===== config.mk =====
export PLATFORM = sky130hd
export DESIGN_NAME = picb_cell
export DESIGN_NICKNAME = d
export VERILOG_FILES = /design/src/hw/rtl/assert_macros.svh /design/src/hw/rtl/picb_pkg.sv /design/src/hw/rtl/picb_cell.sv
export SDC_FILE = /design/constraint.sdc
export NUM_CORES = 1
export LEC_CHECK = 0
export BUFFER_PORTS_ARGS = -buffer_cell sky130_fd_sc_hd__buf_2
export CAP_MARGIN = 30
export CORE_MARGIN = 2
export CORE_UTILIZATION = 33
export DETAILED_ROUTE_END_ITERATION = 16
export PLACE_DENSITY = 0.81
export SYNTH_ARGS = -nofsm -noshare
export SYNTH_HDL_FRONTEND = slang
export SYNTH_SLANG_ARGS = --single-unit

===== constraint.sdc =====
create_clock -name clk -period 4 [get_ports clk]
set_clock_uncertainty 0.05 [all_clocks]
set_input_delay 1 -clock clk [delete_from_list [all_inputs] [get_ports clk]]
set_output_delay 1 -clock clk [all_outputs]
set_load 0.05 [all_outputs]

===== src/hw/rtl/assert_macros.svh =====
// ----------------------------------------------------------------------------
// assert_macros.svh
// Shared assertion helpers for the character buffer RTL.
// ----------------------------------------------------------------------------
`ifndef ASSERT_MACROS_SVH
`define ASSERT_MACROS_SVH

// Same-cycle implication, disabled while reset is asserted.
`define PICB_ASSERT(lbl, clk, rstn, ante, cons) \
  lbl: assert property (@(posedge clk) disable iff (!rstn) (ante) |-> (cons)) \
    else $error("picb assertion failed");

// Next-cycle implication, disabled while reset is asserted.
`define PICB_ASSERT_NEXT(lbl, clk, rstn, ante, cons) \
  lbl: assert property (@(posedge clk) disable iff (!rstn) (ante) |=> (cons)) \
    else $error("picb assertion failed");

`endif


===== src/hw/rtl/picb_pkg.sv =====
// ----------------------------------------------------------------------------
// picb_pkg
// Types and constants shared by the character buffer modules.
// ----------------------------------------------------------------------------
`timescale 1ns / 1ps

package picb_pkg;

  localparam int CMD_W    = 2;
  localparam int CHAR_W   = 8;
  localparam int POS_W    = 11;
  localparam int LENGTH_W = 11;
  localparam int STATUS_W = 2;

  typedef enum logic [CMD_W-1:0] {
    CMD_CLEAR  = 2'd0,
    CMD_INSERT = 2'd1,
    CMD_QUERY  = 2'd2
  } picb_cmd_t;

  typedef enum logic [STATUS_W-1:0] {
    STAT_OK    = 2'd0,
    STAT_RANGE = 2'd1,
    STAT_FULL  = 2'd2
  } picb_status_t;

  typedef enum logic {
    ST_IDLE = 1'b0,
    ST_READ = 1'b1
  } picb_state_t;

  typedef struct packed {
    logic [CMD_W-1:0]  cmd;
    logic [CHAR_W-1:0] ch;
    logic [POS_W-1:0]  pos;
  } picb_in_t;

  typedef struct packed {
    logic [CHAR_W-1:0]   char_out;
    picb_status_t        status;
    logic [LENGTH_W-1:0] length_now;
  } picb_out_t;

  // Broadcast to every cell of the chain
  typedef struct packed {
    logic              ins_en;
    logic [CHAR_W-1:0] ch;
  } picb_cell_ctl_t;

endpackage


===== src/hw/rtl/picb_cell.sv =====
// ----------------------------------------------------------------------------
// picb_cell
// One character slot of the chain: keeps, loads or takes its left neighbor.
// ----------------------------------------------------------------------------
`timescale 1ns / 1ps

module picb_cell
  import picb_pkg::*;
#(
  parameter int IDX_W = 10,
  parameter int IDX   = 0
) (
  input  logic                 clk,
  input  picb_cell_ctl_t       ctl_i,
  input  logic [IDX_W-1:0]     at_i,
  input  logic [IDX_W-1:0]     rd_idx_i,
  input  logic [CHAR_W-1:0]    left_i,
  output logic [CHAR_W-1:0]    data_o,
  output logic [CHAR_W-1:0]    read_o
);

  localparam logic [IDX_W-1:0] MY_IDX = IDX_W'(IDX);

  logic [CHAR_W-1:0] data_r;
  logic [CHAR_W-1:0] data_nxt;

  always_comb begin
    data_nxt = data_r;
    if (ctl_i.ins_en) begin
      if (MY_IDX == at_i) begin
        data_nxt = ctl_i.ch;
      end else if (MY_IDX > at_i) begin
        data_nxt = left_i;
      end
    end
  end

  always_ff @(posedge clk) begin
    data_r <= data_nxt;
  end

  assign data_o = data_r;
  // only the addressed cell drives its byte into the read tree; all others drive zero
  assign read_o = (MY_IDX == rd_idx_i) ? data_r : '0;

endmodule


* Word level (Yosys, flattened, before mapping)
Cells that the tools add are included.
Operators by class: magnitude comparators 1, muxes and demuxes 3, reduce and logical (&&, ||, !) cells 4
Operators by type and width (number):
- $mux W8 | 3
- $logic_not A10 Y1 | 2
- $gt A1 B10 Y1 const A | 1
- $reduce_and A2 Y1 | 1
- $reduce_bool A2 Y1 | 1
Storage, ports and cells: register bits 8, bits of input ports 38, output and inout port bits 16, word-level logic and storage cells 9

* Longest topological paths before layout
Gate-level depths: netlist (run 1).
depth in word-level cells 3, mapped depth 3, gate-level depth less buffers 3

* Worst setup path before layout (run 1)
No wires, ideal clock.
path type input to output, start point input port rd_idx_i[5], end point output port read_o[0], arrival 2.299 ns, data required time 2.950 ns, path slack 0.651 ns, cell stages on the path 3, path buffers 0, cells stage by stage or4_4 > nor4_4 > and2_1
Between the ends: cells in the longest elaborated chain, start to end 2
Ends and longest elaborated chain:
- start: declaration | line picb_cell.sv:16 | input logic [IDX_W-1:0] rd_idx_i,
- $logic_not A10 Y1 | line picb_cell.sv:44 | assign read_o = (MY_IDX == rd_idx_i) ? data_r : '0;
- $mux W8 | line picb_cell.sv:44
- end: declaration | line picb_cell.sv:19 | output logic [CHAR_W-1:0] read_o
Every way passes these cells.

* Worst setup path after layout (run 1)
start point input port rd_idx_i[5], end point output port read_o[4]
The elaborated chain is that of the path after synthesis.

==> run summary, run 1 <==
Status: completed
FMAX: 289 MHz
Via count: 479
HPWL Detailed: 903 um
Commonest non-fill, non-tap cell in the layout: buf_2
#FFs+latches synth: 8
DR WL/cell: 9.96 um
Layout area overhead: 68.2%
DRC: 0
CTS buffer count: 3
Largest register FFs: 8
Post-CTS sizing: 0
Worst vdd ir: 0.0912 mV
GR Overflow Total: 0
Initial DRT Pass Iterations: 3
Drt total wl: 1.04 mm
Final Max Slew Viols: 0
Slew @ Worst Pin: 0.559 ns
Largest net degree at the start of global routing: 10
Die ar.: 1670 sq um
Synth Instances: 33
GRT Total Usage: 14.3%
Clock network fraction of design power: 33.1%
N_diodes: 0
Hold buffers post-CTS: 0
Fin Setup TNS: 0 ns
IO Count: 54
# rows: 13
Clock root buffer: clkbuf_4
Register area share after synthesis: 53.5%
Period minus WS final: 3.46 ns
Post-DP Area: 733 sq um
Most frequent cells in the layout: buf_2, mux2_2, and2_1, edfxtp_1, clkbuf_4
Post-CTS setup buffers: 0
Average size of a mapped cell: 13.6 sq um
Hold Vio Cnt, Final: 0
Die Wd: 40.9 um
DR iter-0 viols: 4
Clock transition at path regs: 0.05 ns
DIE HEIGHT: 40.9 um
Clk sink count: 8
CP arrival: 2.41 ns
RSZ-0062 raised after global routing: no
Syn_nets: 71
P per Cell Area: 230 nW/um^2
Initial core utilization: 35.0%
Number of antenna violations at the first check in global routing: 0
Buffers on Ports: 53
Setup WS pre-CTS: 0.518 ns
CTS tree: yes
Synth area leader: edfxtp_1
P_leak: 0.384 nW
Combinational Power Share: 13.7%
CP Max Fanout: 8
Largest cells by area after synthesis: edfxtp_1, mux2_2, and2_1
Slew margin rel.: 62.6%
Share of cells above drive strength 1: 74.2%
Crit path setup slack, layout: 0.544 ns
Final worst-path cycle share: 86.4%
Vias in the first global route: 367
Nets@finish: 129
CP Data Required Time: 2.95 ns
Syn Std Cell Area: 449 sq um
Hold_ws: 1.01 ns
Htree depth: 1
Critical path type: primary input to output pin
Routed Antenna Nets: 0
Global-route wire length before repair: 1.36 mm
Finish-stage setup viols: 0
Top-area cell type share of the netlist area: 53.5%
Via/cell ratio: 4.61
Flop pwr share: 53.1%
Sw Share: 17.8%
CTS max path bufs: 2
Hold Crit Class: primary input to flip-flop
Yosys warnings: 0
Internal: 0.143 mW
Worst setup SP type: primary input
Core ar.: 1280 sq um
CP Capture Type: output pin
Design Area, Final: 756 sq um
Synth cell types: 10
Psw: 0.0310 mW
Max capacitance violation total: 0
RePlAce Congestion: 0.619
-- final cells by class --
cell class | instances | area [sq um]
Timing Repair Buffer | 53 | 265
Tap cell | 15 | 18.8
Sequential cell | 8 | 240
Inverter | 1 | 3.75
Multi-Input combinational cell | 24 | 205
Clock buffer | 3 | 22.5
Fill cell | 113 | 529
-- cells in the mapped netlist, drive strengths merged --
library cell,n
and2,8
edfxtp,8
inv,1
mux2,8
nand3,1
nor2,2
nor4,3
or4,2
-- metal layers --
| layer | part of all wire, % | vias up | track usage [%] |
|---|---|---|---|
| li1 | - | 237 | - |
| met1 | 31 | 200 | 10.9 |
| met2 | 52 | 40 | 24.6 |
| met3 | 16 | 2 | 4.89 |
| met4 | 1.5 | 0 | 17.5 |
| met5 | 0 | - | 0 |
-- through the flow --
| step | total power, mW | utilization, % | std cells |
|---|---|---|---|
| floorplan | 0.0999 | - | 33 |
| CTS | 0.177 | 58.8 | 104 |
| global route | 0.185 | 58.8 | 104 |
| finish | 0.174 | 58.8 | 104 |
| global placement | 0.117 | 57.1 | 101 |
| detailed placement | 0.118 | 57.1 | 101 |
-- power groups by stage --
stage	Combinational (mW)	Clock (mW)	Sequential, mW
3_5_place_dp	0.0241	0	0.0940
2_1_floorplan	0.00566	0	0.0942
6_report	0.0239	0.0577	0.0925
4_1_cts	0.0244	0.0606	0.0925
3_3_place_gp	0.0234	0	0.0940
5_1_grt	0.0272	0.0651	0.0924
-- worst max-delay path: stages --
cell	delay [ns]
buf_2	0.09
or4_4	0.54
nor4_4	0.34
and2_1	0.18
buf_2	0.26
-- worst paths after layout --
| kind | start | end | slack (ns) | depth (start not counted) |
|---|---|---|---|---|
| worst min-delay path | ctl_i[6] | data_o[6]$_DFFE_PP_ | 1.01 | 2 |
| worst max-delay path | rd_idx_i[5] | read_o[4] | 0.54 | 5 |
-- logic make-up after synthesis --
group | synth area share, %
buffers and inverters | 0.835
muxes | 20.1
DFF | 53.5
and+or+nand+nor | 25.6
(Power assumes the default switching activity.)
==> inputs of run 2 (changes only) <==
--- a/config.mk
+++ b/config.mk
@@ -5,12 +5,13 @@
 export SDC_FILE = /design/constraint.sdc
 export NUM_CORES = 1
 export LEC_CHECK = 0
-export BUFFER_PORTS_ARGS = -buffer_cell sky130_fd_sc_hd__buf_2
+export ABC_AREA = 1
+export BUFFER_PORTS_ARGS = -buffer_cell sky130_fd_sc_hd__clkbuf_2
 export CAP_MARGIN = 30
 export CORE_MARGIN = 2
-export CORE_UTILIZATION = 33
+export CORE_UTILIZATION = 35
 export DETAILED_ROUTE_END_ITERATION = 16
-export PLACE_DENSITY = 0.81
+export PLACE_DENSITY = 0.77
 export SYNTH_ARGS = -nofsm -noshare
 export SYNTH_HDL_FRONTEND = slang
 export SYNTH_SLANG_ARGS = --single-unit
==> run 2 against run 1 <==
Core utilization decreased by 0.85 points; via count grew 31%; synthesized cell count increased by 100%; global-route usage shrank 1.2 points; total power grew 5.6%; combinational power up 38%; flip-flop and latch count did not move; area after synthesis increased by 28%; non-clock buffer count is the same; final cell count is 34% higher; maximum frequency is 16% higher; largest cell class is now multi-input combinational cells.
==> run summary, run 2 <==
Ys flop type: edfxtp_1
Clock transition at path regs: 0.05 ns (about the same)
Average size of a mapped cell: 8.59 sq um (-37%)
HPWL Detailed: 1.10 mm (+22%)
Drt total wl: 1.26 mm (+22%)
Buffers on Ports: 53 (unchanged)
Layout area overhead: 53.5%
Core ar.: 1520 sq um (+19%)
FMAX: 337 MHz (+16%)
Hold buffers post-CTS: 0 (unchanged)
Hold Crit Class: primary input to flip-flop
Global-route wire length before repair: 1.99 mm (+47%)
Register area share after synthesis: 41.7% (-12 points)
# rows: 14 (+1)
Combinational Power Share: 18.0% (+4.3 points)
Psw: 0.0384 mW (+24%)
Post-CTS setup buffers: 0 (unchanged)
Initial DRT Pass Iterations: 4 (+1)
IO Count: 54 (unchanged)
Grt peak-use layer: met2
CTS max path bufs: 2 (unchanged)
Post-CTS sizing: 0 (unchanged)
DIE HEIGHT: 44.6 um (+8.9%)
Crit path setup slack, layout: 1.03 ns (+0.486 ns)
Critical path type: primary input to output pin
GR Layer Usage met2: 22.3% (-2.3 points)
Sw Share: 20.9% (+3.1 points)
Met3 global-route usage: 0.408% (-4.5 points)
RSZ-0062 raised after global routing: no
Area occupied by multi-input gates: 298 sq um (+45%)
Yosys warnings: 0 (unchanged)
Post-route insts no fill: 139 (+34%)
N_diodes: 0 (unchanged)
Period minus WS final: 2.97 ns (-0.486 ns)
Final worst-path cycle share: 74.2% (-12 points)
Design Area, Final: 883 sq um (+17%)
Clock root buffer: clkbuf_4
DR iter-0 viols: 7 (+3)
Share of cells above drive strength 1: 52.8% (-21 points)
Hold Vio Cnt, Final: 0 (unchanged)
Finish-stage setup viols: 0 (unchanged)
Number of antenna violations at the first check in global routing: 0 (unchanged)
Fin Setup TNS: 0 ns (unchanged)
Largest cells by area after synthesis: edfxtp_1, nor3b_1, o21bai_1
Syn_nets: 105 (+48%)
Nets@finish: 163 (+26%)
CP arrival: 1.92 ns (-0.49 ns)
GRT Total Usage: 13.1% (-1.2 points)
CTS buffer count: 3 (unchanged)
Synth Instances: 67 (+100%)
Most frequent cells in the layout: clkbuf_2, nand2_1, inv_1, nor3b_1
Commonest non-fill, non-tap cell in the layout: clkbuf_2
Routed Antenna Nets: 0 (unchanged)
Clock network fraction of design power: 31.7% (-1.4 points)
Die ar.: 1980 sq um (+19%)
Htree depth: 1 (unchanged)
Synth cell count leaders: nand2_1, inv_1, nor3b_1
Most numerous cell in the Yosys netlist: nand2_1
Slew margin rel.: 31.8% (-31 points)
Slew @ Worst Pin: 1.02 ns (+0.461 ns)
Largest net degree at the start of global routing: 11 (+1)
Post-DP Area: 861 sq um (+17%)
Filler Cell Count: 150 (+33%)
Met1 usage: 16.5% (+5.6 points)
Worst vdd ir: 0.0708 mV (-22%)
Initial core utilization: 37.8% (+2.8 points)
Sequential standard cell area: 240 sq um (unchanged)
DRC: 0 (unchanged)
Syn Std Cell Area: 576 sq um (+28%)
Vias in the first global route: 504 (+37%)
Synth cell types: 12 (+2)
#FFs+latches synth: 8 (unchanged)
Clk sink count: 8 (unchanged)
DP Cell Count: 136 (+35%)
DR WL/cell: 9.07 um (-8.9%)
Internal: 0.145 mW (+1.6%)
Synth area leader: edfxtp_1
Via count: 629 (+31%)
Final Max Slew Viols: 0 (unchanged)
RePlAce Congestion: 0.673 (+8.7%)
Via/cell ratio: 4.53 (-1.7%)
P_leak: 0.443 nW (+16%)
Status: completed
Max capacitance violation total: 0 (unchanged)
CP Data Required Time: 2.95 ns (about the same)
Setup WS pre-CTS: 1.02 ns (+0.504 ns)
Flop pwr share: 50.3% (-2.8 points)
CP Max Fanout: 8 (unchanged)
CP Capture Type: output pin
Largest register FFs: 8 (unchanged)
GR Overflow Total: 0 (unchanged)
Worst setup SP type: primary input
EDFF count, synth: 8 (unchanged)
Top-area cell type share of the netlist area: 41.7% (-12 points)
Post-synth ARST share: 0% (unchanged)
Die Wd: 44.6 um (+8.9%)
CTS tree: yes
P per Cell Area: 208 nW/um^2 (-9.7%)
[run 2: cell types whose count changed after synthesis, sizes merged, moves of 9 or more]
cell,before,now
nand2,0,11
nand3,1,10
nor2,2,11
nor3b,0,9
[run 2: power by group through the flow]
stage          combinational, mW  sequential [mW]  clock (mW)
2_1_floorplan             0.0133           0.0942           0
3_3_place_gp              0.0328           0.0940           0
3_5_place_dp              0.0334           0.0940           0
4_1_cts                   0.0335           0.0925      0.0599
5_1_grt                   0.0376           0.0923      0.0644
6_report                  0.0331           0.0925      0.0583
[run 2: path summary, 6_finish.rpt]
| check | from | to | slack [ns] | cells past startpoint |
|---|---|---|---|---|
| min | ctl_i[4] | data_o[4]$_DFFE_PP_ | 1.00 | 3 |
| max | rd_idx_i[3] | read_o[0] | 1.03 | 5 |
[run 2: worst max-delay path, cell delays in order]
cell	delay, ns
clkbuf_2	0.08
nor2_1	0.13
nand3_2	0.17
nor3b_1	0.24
clkbuf_2	0.31
[run 2: metal layers]
metal  vias up  wire (um)
li1        339          -
met1       240        499
met2        48        542
met3         2        198
met4         0         21
met5         -          0
[run 2: kinds of logic after synthesis]
logic type | Yosys count | synth area share [%]
buffers and inverters | 10 | 6.52
DFF | 8 | 41.7
AOI/OAI and AO/OA | 8 | 10.4
and+or+nand+nor | 41 | 41.3
[run 2: area by class of cell]
type	instances	area share (%)
timing repair buffer	53	30.0
inverter	10	4.25
multi-input combinational	49	33.7
clock buffer	3	2.55
sequential	8	27.2
tap	16	2.27
[run 2: through the flow]
step	total power [mW]	utilization, %	hold WS [ns]
finish	0.184	58.0	1.00
global route	0.194	58.0	1.02
CTS	0.186	58.0	1.00
detailed placement	0.127	56.5	1.26
global placement	0.127	56.5	1.26
floorplan	0.108	-	1.16
